==> config.mk <==
export PLATFORM = sky130hd
export DESIGN_NAME = cpu8_alu_flag_unit
export DESIGN_NICKNAME = d
export VERILOG_FILES = /design/src/sv/cfu_pkg.sv /design/src/sv/cfu_front.sv /design/src/sv/cfu_div_stage.sv /design/src/sv/cpu8_alu_flag_unit.sv
export SDC_FILE = /design/constraint.sdc
export NUM_CORES = 1
export LEC_CHECK = 0
export BUFFER_PORTS_ARGS = -buffer_cell sky130_fd_sc_hd__buf_4
export CORE_MARGIN = 3
export CORE_UTILIZATION = 30
export CTS_CLUSTER_DIAMETER = 50
export CTS_CLUSTER_SIZE = 30
export DETAILED_ROUTE_END_ITERATION = 7
export PLACE_DENSITY = 0.53
export REMOVE_ABC_BUFFERS = 1
export SLEW_MARGIN = 20
export SYNTH_ARGS = -nofsm -noshare
export SYNTH_HDL_FRONTEND = slang
export SYNTH_SLANG_ARGS = --single-unit
==> constraint.sdc <==
create_clock -name clk_i -period 9.5 [get_ports clk_i]
set_input_delay 2.85 -clock clk_i [delete_from_list [all_inputs] [get_ports clk_i]]
set_output_delay 2.85 -clock clk_i [all_outputs]
set_load 0.02 [all_outputs]
==> src/sv/cfu_pkg.sv <==
// Types, operation codes and result helpers of the ALU flag unit.
// Depends on nothing; used by every module of the block.
`default_nettype none

package cfu_pkg;

  typedef enum logic [2:0] {
    OP_ADC  = 3'd0,
    OP_CMP  = 3'd1,
    OP_INC  = 3'd2,
    OP_DEC  = 3'd3,
    OP_LD   = 3'd4,
    OP_MUL  = 3'd5,
    OP_DIV  = 3'd6,
    OP_WORD = 3'd7
  } cfu_op_e;

  // Divide steps done in each divider stage, and number of such stages.
  localparam int unsigned DivStepsPerStage = 4;
  localparam int unsigned DivStages        = 4;

  typedef struct packed {
    logic [2:0] req_type;
    logic [7:0] op_a;
    logic [7:0] op_b;
    logic [7:0] op_y;
    logic       carry_in;
  } cfu_in_t;

  typedef struct packed {
    logic [7:0] res_lo;
    logic [7:0] res_hi;
    logic       flag_n;
    logic       flag_z;
    logic       flag_c;
    logic       write_c;
    logic       flag_v;
    logic       write_v;
    logic       flag_h;
    logic       write_h;
  } cfu_out_t;

  // Running state of the restoring divider.
  typedef struct packed {
    logic [7:0]  rem;
    logic [15:0] dvd;
    logic [7:0]  quo;
    logic [7:0]  dsr;
  } cfu_div_t;

  // Word carried down the pipeline.
  typedef struct packed {
    cfu_out_t res;
    logic     is_div;
    cfu_div_t div;
  } cfu_word_t;

  // Folds the divider result into the result word for divide operations.
  function automatic cfu_out_t cfu_finish(cfu_word_t w);
    cfu_out_t r;
    r = w.res;
    if (w.is_div) begin
      r.res_lo = w.div.quo;
      r.res_hi = w.div.rem;
      r.flag_n = w.div.quo[7];
      r.flag_z = (w.div.quo == 8'h00);
    end
    return r;
  endfunction

endpackage

`default_nettype wire

==> src/sv/cfu_front.sv <==
// First pipeline stage: decodes the operation and computes every result but divide.
// Depends on cfu_pkg.
`default_nettype none

module cfu_front (
  input  wire logic              clk_i,
  input  wire logic              rst_ni,
  input  wire logic              valid_i,
  output logic                   ready_o,
  input  wire cfu_pkg::cfu_in_t  word_i,
  output logic                   valid_o,
  input  wire logic              ready_i,
  output cfu_pkg::cfu_word_t     word_o
);
  import cfu_pkg::*;

  logic      valid_q;
  cfu_word_t word_q, word_d;

  always_comb begin
    logic [8:0]  sum;
    logic [8:0]  diff;
    logic [15:0] prod;
    logic [7:0]  a, b, y;
    a    = word_i.op_a;
    b    = word_i.op_b;
    y    = word_i.op_y;
    sum  = {1'b0, a} + {1'b0, b} + {8'h00, word_i.carry_in};
    diff = {1'b0, a} - {1'b0, b};
    prod = {8'h00, y} * {8'h00, a};

    word_d            = '0;
    word_d.div.dvd    = {y, a};
    word_d.div.dsr    = b;
    word_d.res.res_lo = a;

    case (cfu_op_e'(word_i.req_type))
      OP_ADC: begin
        word_d.res.res_lo  = sum[7:0];
        word_d.res.flag_c  = sum[8];
        word_d.res.write_c = 1'b1;
        word_d.res.flag_v  = ~(a[7] ^ b[7]) & (a[7] ^ sum[7]);
        word_d.res.write_v = 1'b1;
        word_d.res.flag_h  = sum[4] ^ a[4] ^ b[4];
        word_d.res.write_h = 1'b1;
      end
      OP_CMP: begin
        word_d.res.res_lo  = diff[7:0];
        word_d.res.flag_c  = ~diff[8];
        word_d.res.write_c = 1'b1;
      end
      OP_INC:  word_d.res.res_lo = a + 8'd1;
      OP_DEC:  word_d.res.res_lo = a - 8'd1;
      OP_LD:   word_d.res.res_lo = a;
      OP_MUL: begin
        word_d.res.res_lo = prod[7:0];
        word_d.res.res_hi = prod[15:8];
      end
      OP_DIV: begin
        word_d.is_div      = 1'b1;
        word_d.res.flag_v  = (y >= b);
        word_d.res.write_v = 1'b1;
        word_d.res.flag_h  = (y[3:0] >= b[3:0]);
        word_d.res.write_h = 1'b1;
      end
      OP_WORD: word_d.res.res_lo = a;
      default: word_d.res.res_lo = a;
    endcase

    // Sign and zero follow the low byte unless the operation says otherwise.
    word_d.res.flag_n = word_d.res.res_lo[7];
    word_d.res.flag_z = (word_d.res.res_lo == 8'h00);
    case (cfu_op_e'(word_i.req_type))
      OP_CMP:  word_d.res.flag_z = (a == b);
      OP_MUL: begin
        word_d.res.flag_n = prod[15];
        word_d.res.flag_z = (prod[15:8] == 8'h00);
      end
      OP_WORD: begin
        word_d.res.flag_n = y[7];
        word_d.res.flag_z = ({y, a} == 16'h0000);
      end
      default: ;
    endcase
  end

  assign ready_o = !valid_q || ready_i;

  always_ff @(posedge clk_i or negedge rst_ni) begin
    if (!rst_ni) begin
      valid_q <= 1'b0;
    end else if (ready_o) begin
      valid_q <= valid_i;
    end
  end

  always_ff @(posedge clk_i) begin
    if (valid_i && ready_o) begin
      word_q <= word_d;
    end
  end

  assign valid_o = valid_q;
  assign word_o  = word_q;

endmodule

`default_nettype wire

==> src/sv/cfu_div_stage.sv <==
// One divider stage: DivStepsPerStage restoring divide steps followed by a pipeline register.
// Depends on cfu_pkg.
`default_nettype none

module cfu_div_stage (
  input  wire logic                clk_i,
  input  wire logic                rst_ni,
  input  wire logic                valid_i,
  output logic                     ready_o,
  input  wire cfu_pkg::cfu_word_t  word_i,
  output logic                     valid_o,
  input  wire logic                ready_i,
  output cfu_pkg::cfu_word_t       word_o
);
  import cfu_pkg::*;

  logic      valid_q;
  cfu_word_t word_q, word_d;

  // Each step shifts one dividend bit into the remainder and subtracts the
  // divisor when it fits. A zero divisor leaves all-ones quotient bits and
  // the low dividend byte as remainder, which is the wanted result.
  always_comb begin
    logic [8:0] trial;
    cfu_div_t   d;
    d = word_i.div;
    for (int unsigned i = 0; i < DivStepsPerStage; i++) begin
      trial = {d.rem, d.dvd[15]};
      d.dvd = {d.dvd[14:0], 1'b0};
      if (trial >= {1'b0, d.dsr}) begin
        trial = trial - {1'b0, d.dsr};
        d.quo = {d.quo[6:0], 1'b1};
      end else begin
        d.quo = {d.quo[6:0], 1'b0};
      end
      d.rem = trial[7:0];
    end
    word_d     = word_i;
    word_d.div = d;
  end

  assign ready_o = !valid_q || ready_i;

  always_ff @(posedge clk_i or negedge rst_ni) begin
    if (!rst_ni) begin
      valid_q <= 1'b0;
    end else if (ready_o) begin
      valid_q <= valid_i;
    end
  end

  always_ff @(posedge clk_i) begin
    if (valid_i && ready_o) begin
      word_q <= word_d;
    end
  end

  assign valid_o = valid_q;
  assign word_o  = word_q;

endmodule

`default_nettype wire

==> src/sv/cpu8_alu_flag_unit.sv <==
// A word passes the front register and four divider registers, each stage
// holding one word. Throughput: one word per cycle unless out_ready_i
// stalls the output; each divider stage does four restoring steps.
// Reset (rst_ni, asynchronous, active low) empties every stage; the unit
// keeps no other state.
`default_nettype none

module cpu8_alu_flag_unit (
  input  wire logic              clk_i,
  input  wire logic              rst_ni,
  input  wire logic              in_valid_i,
  output logic                   in_ready_o,
  input  wire cfu_pkg::cfu_in_t  in_word_i,
  output logic                   out_valid_o,
  input  wire logic              out_ready_i,
  output cfu_pkg::cfu_out_t      out_word_o
);
  import cfu_pkg::*;

  // Stage 0 is the front end; stages 1 to DivStages are the divider.
  // Every stage has its own valid bit, and a stage takes a new word when it
  // is empty or when its word moves on in the same cycle, so bubbles close
  // up and a stalled output holds everything behind it without loss.
  logic      valid [DivStages+1];
  logic      ready [DivStages+1];
  cfu_word_t word  [DivStages+1];

  cfu_front u_front (
    .clk_i   (clk_i),
    .rst_ni  (rst_ni),
    .valid_i (in_valid_i),
    .ready_o (in_ready_o),
    .word_i  (in_word_i),
    .valid_o (valid[0]),
    .ready_i (ready[0]),
    .word_o  (word[0])
  );

  for (genvar s = 0; s < DivStages; s++) begin : g_div
    cfu_div_stage u_stage (
      .clk_i   (clk_i),
      .rst_ni  (rst_ni),
      .valid_i (valid[s]),
      .ready_o (ready[s]),
      .word_i  (word[s]),
      .valid_o (valid[s+1]),
      .ready_i (ready[s+1]),
      .word_o  (word[s+1])
    );
  end

  // The last divider register is the output register. Divide operations
  // take their bytes and sign and zero flags from the divider state here.
  assign ready[DivStages] = out_ready_i;
  assign out_valid_o      = valid[DivStages];
  assign out_word_o       = cfu_finish(word[DivStages]);

endmodule

`default_nettype wire

* After elaboration in Yosys (flattened, before gate mapping) *
Index checks and enable logic that the tools add are counted.

storage, ports and cells
  flip-flop bits (word level) = 246
  bits of input ports = 32

cells by class
  mux-type cells = 31
  reduce and logical (&&, ||, !) cells = 20
  equality and inequality tests = 7
  $add $sub $neg = 21
  bitwise gates (word level) = 7
  order comparisons = 18
  $mul = 1

operators with widths
  cell                   count
  $ge A9 B8 Y1           15
  $mux W8                16
  $sub A8 B8 Y8          15
  $pmux W8 S5            1
  $logic_not A8 Y1       3
  $mux W18               1
  $logic_not A16 Y1      1
  $mul A8 B8 Y16         1
  $add A8 B8 Y9          1
  $add A9 B1 Y9          1
  $eq A3 B3 Y1 const B   3
  $mux W1                9
  $sub A8 B8 Y9          1
  $add A8 B1 Y8 const B  1
  $eq A8 B8 Y1           1
  $ge A1 B8 Y1           1
  $ge A8 B8 Y1           1
  $pmux W4 S2            1
  $sub A1 B8 Y8          1
  $sub A8 B1 Y8 const B  1
  $eq A3 B2 Y1 const B   2
  $logic_and A1 B1 Y1    5
  $logic_not A1 Y1       5
  $logic_or A1 B1 Y1     5
  other kinds (9)        13

* Logic depth before layout (Yosys ltp) *
  word-level depth = 8
  mapped depth = 38
  gate-level depth less buffers = 35

* Hierarchy *
From an unflattened synthesis, not the netlist that was laid out.

unflattened totals
  cell total of the unflattened synthesis = 1,761
  area, all modules = 20,384.6 um^2

by module, submodules not included
  module                                sequential area each (um^2)  cells an instance  instances  area an instance (um^2)
  cfu_div_stage (g_div[0].u_stage ...)  1,856.8                      283                3          3,624.7
  cfu_front                             1,466.4                      568                1          5,474.0
  cfu_div_stage (g_div[2].u_stage)      1,856.8                      318                1          3,737.3
  cpu8_alu_flag_unit                    0.0                          26                 1          299.0

* Worst setup path before layout *
OpenSTA, ideal clock, no wires.

  kind = register to register
  start = register g_div[0].u_stage.word_q (netlist bit g_div[0].u_stage.word_o[1])
  end = register g_div[1].u_stage.word_q (netlist bit g_div[1].u_stage.word_o[38]) (data pin)
  data arrival time = 7.774 ns
  required time = 9.241 ns
  stages on the path, launching flop included = 37
  setup time = 0.259 ns
  period minus slack after synthesis = 8.033 ns
  slack = 1.467 ns
  cell sequence = edfxtp_1 > inv_1 > ha_1 > nor2b_1 > o31ai_1 > a211oi_1 > o21ai_0 > mux2_2 > inv_1 > ha_1 > nor2b_1 > o21ai_0 > a31oi_1 > o21ai_0 > nand3_1 > mux2_2 > inv_1 > ha_1 > nor2b_1 > o31a_1 > o41a_1 > nor4_1 > nor3_1 > a31o_2 > buf_2 > buf_2 > nor2_1 > a21oi_1 > ha_1 > nor2b_1 > o21ai_0 > a21o_1 > a211o_1 > a21oi_1 > nor2_1 > and3_1 > a211o_1

RTL lines
  what                    RTL line             RTL
  start, declared         cfu_div_stage.sv:18  cfu_word_t word_q, word_d;
  start signal, assigned  cfu_div_stage.sv:54  word_q <= word_d;
  end signal, assigned    cfu_div_stage.sv:54
  end, declared           cfu_div_stage.sv:18

==> impl_metrics.csv <==
group,metric,value,unit
outcome,run_status,"finished clean",
grt,globalRouteTotalUtil,0.136,
synth,async_flop_share,0.0207,
synth,synth.top_cells.by_area,"sky130_fd_sc_hd__edfxtp_1 (39%), sky130_fd_sc_hd__ha_1 (13%), sky130_fd_sc_hd__fa_1 (6.1%)",
place,port_buffers,57,
place,detailed_placement_hpwl,34000,um
sta,max_slew_margin_vs_limit,0.408,
setup_path,worst_ep_arrival_time,9140,ps
synth,total_number_of_yosys_warnings,0,
place,dp_cells,2504,
routing,routed_wirelength,43600,um
sta,period_needed,8850,ps
worst_hold_path,min-delay-path-class,"flip-flop to flip-flop",
finish,finalNetCount,2030,
run,maxCapViolations,0,
setup_path,biggest_cell_delay_along_the_critical_path,600,ps
synth,netlist_instances,1704,
clock_network,tritoncts_num_sinks,241,
finish,final_layout_size_suffix_gt1_frac,0.117,
synth,dominantRegCellSynth,"sky130_fd_sc_hd__edfxtp_1",
floorplan,die_area,63600,um2
sta,clock_skew,14.0,ps
setup_path,startpoint_type,"flip-flop",
place,dpl_worst_slack,592,ps
routing,drc_viols,0,
clock_network,clk-insertion-delay-late,530,ps
sta,timing_max_transition_violations_final,0,
clock_network,worst_setup_hold_path_clk_slew,80,ps
routing,drt_iter0_markers,932,
routing,firstDrtPassIters,5,
finish,fillers,5996,
finish,antenna_cells_inserted,0,
clock_network,post-cts-setup-buffer-count,0,
synth,avgSynthCellArea,10.7,um2
floorplan,io_pins,58,
synth,synth.ff_latch_count,241,
sta,setup_viol,0,
routing,routedWlPerCell,17.1,um
clock_network,cts_tree,"done",
setup_path,setup.worst_path.class,"flip-flop to flip-flop",
floorplan,coreArea,59500,um2
sta,report.final.hold_viol_count,0,
routing,vias_per_cell,5.05,
grt,globalRoute.totalOverflow,0,
place,gp_congestion,0.854,
routing,route.antenna.remaining_nets,0,
setup_path,critPathSlowestCell,"sky130_fd_sc_hd__edfxtp_1",
synth,synth_largest_area_cell,"sky130_fd_sc_hd__edfxtp_1",
synth,syn-cell-area,18200,um2
floorplan,rows,89,
sta,finalWorstSetupSlack,647,ps
grt,grt_antenna_before_repair,2,
setup_path,critical_path.endpoint_type,"flip-flop",
setup_path,path_buf_inv,3,
setup_path,cp_data_required_time,9780,ps
grt,first_global_vias,13000,
floorplan,dieHeight,252,um
clock_network,cts-buffers-inserted,23,
synth,number_of_enable_flip_flop_cells_after_synthesis,236,
setup_path,crit_family,"compound AO/OA/AOI/OAI gates",
sta,rsz_0062_raised_after_global_routing,"no",
sta,worst_slew_pin_slew,888,ps
clock_network,clk_path_buf_depth,3,
sta,fin_setup_tns,0,ps
finish,fin_cells,2545,
synth,synth_seq_area_share,0.397,
grt,largest_net_degree_at_the_start_of_global_routing,53,
routing,route.vias.total,12800,
setup_path,critical_path.max_fanout,21,
finish,area_growth_syn_to_layout,11.5,%
sta,final.period_utilization,0.932,
floorplan,chipWidth,252,um
grt,grt_pass1_wl,70400,um
floorplan,start_util,0.306,
sta,max_clock_freq,113,MHz
clock_network,cts_htree_levels,1,
synth,synth_cell_type_count,83,
clock_network,cts.root.buffer_cell,"sky130_fd_sc_hd__clkbuf_16",
synth,yosys.area.top_type_share,0.390,
[placed cells by master (no fill, tap or decap), types with 41 or more instances in the layout]
master                     instances
sky130_fd_sc_hd__xnor2_1          46
sky130_fd_sc_hd__mux2_2           61
sky130_fd_sc_hd__o21ai_0          79
sky130_fd_sc_hd__fa_1             55
sky130_fd_sc_hd__nand2_1         107
sky130_fd_sc_hd__inv_1           178
sky130_fd_sc_hd__a21oi_1          70
sky130_fd_sc_hd__nor2_1           89
sky130_fd_sc_hd__edfxtp_1        236
sky130_fd_sc_hd__nor3_1           41
sky130_fd_sc_hd__ha_1            187
sky130_fd_sc_hd__buf_4            64
[sequential cells by signal, indices dropped and copies added, names as in the netlist]
name,cells
u_front.valid_o,1
u_front.word_o,48
g_div.u_stage.valid_o,4
g_div.u_stage.word_o,188
[cell families (layout without fill, tap and decap cells)]
group,count (synthesis),count (layout),share of synthesized area
AO/OA/AOI/OAI,372,372,0.142
XOR/XNOR,82,82,0.0395
adder cells (fa/ha/maj),242,242,0.189
buffers and inverters,219,287,0.0478
flip-flops,241,241,0.397
multiplexers,90,90,0.0556
AND/OR/NAND/NOR,458,458,0.129
[Yosys cell counts (41+ instances only)]
library cell	instances
sky130_fd_sc_hd__mux2_2	61
sky130_fd_sc_hd__fa_1	55
sky130_fd_sc_hd__nor2_1	90
sky130_fd_sc_hd__edfxtp_1	236
sky130_fd_sc_hd__nor3_1	41
sky130_fd_sc_hd__inv_1	179
sky130_fd_sc_hd__nand2_1	107
sky130_fd_sc_hd__and2_1	44
sky130_fd_sc_hd__xnor2_1	46
sky130_fd_sc_hd__o21ai_0	80
sky130_fd_sc_hd__ha_1	187
sky130_fd_sc_hd__a21oi_1	71
[through the flow]
step	cell area, um2	hold WS (ps)	utilization
after global routing	20300	416	0.341
final	20300	415	0.341
after floorplan	18000	400	-
after detailed placement	19400	405	0.327
after global placement	19400	402	0.327
after CTS	20200	420	0.340
[metal layers]
layer | part of all wire | GRT usage | vias up
met5 | 0.00046 | 0 | -
met4 | 0.018 | 0.0260 | 2
met3 | 0.037 | 0.0169 | 51
met2 | 0.45 | 0.220 | 248
met1 | 0.50 | 0.198 | 6182
li1 | - | - | 6360
[final timing paths]
path	start	to	slack, ps	cells after the start
min in group asynchronous	rst_ni	u_front.valid_o	2110	1
hold / removal	u_front.word_o[63]	g_div[0].u_stage.word_o[63]	420	0
max in group asynchronous	rst_ni	g_div[1].u_stage.valid_o	7290	1
setup / recovery	g_div[1].u_stage.word_o[1]	g_div[2].u_stage.word_o[34]	650	33
setup reg to reg	g_div[1].u_stage.word_o[1]	g_div[2].u_stage.word_o[34]	650	33
hold reg to reg	u_front.word_o[63]	g_div[0].u_stage.word_o[63]	420	0
[repair_timing]
item / in CTS / in global routing
hold buffers: 0 / 0
resized for setup: 0 / 7
endpoints found under the hold margin: 0 / 0
endpoints found under the setup margin: 0 / 16
[final cells by class]
cell class	instances	area (um2)	share of cell area
multi-input combinational	1244	10100	0.500
sequential	241	7210	0.356
tap	773	967	0.0477
inverter	182	686	0.0338
clock buffer	24	579	0.0286
timing repair buffer	64	480	0.0237
clock inverter	17	218	0.0107
Power is not shown: default switching activity piles up to over one toggle a cycle in this logic, so the estimate is an artifact.
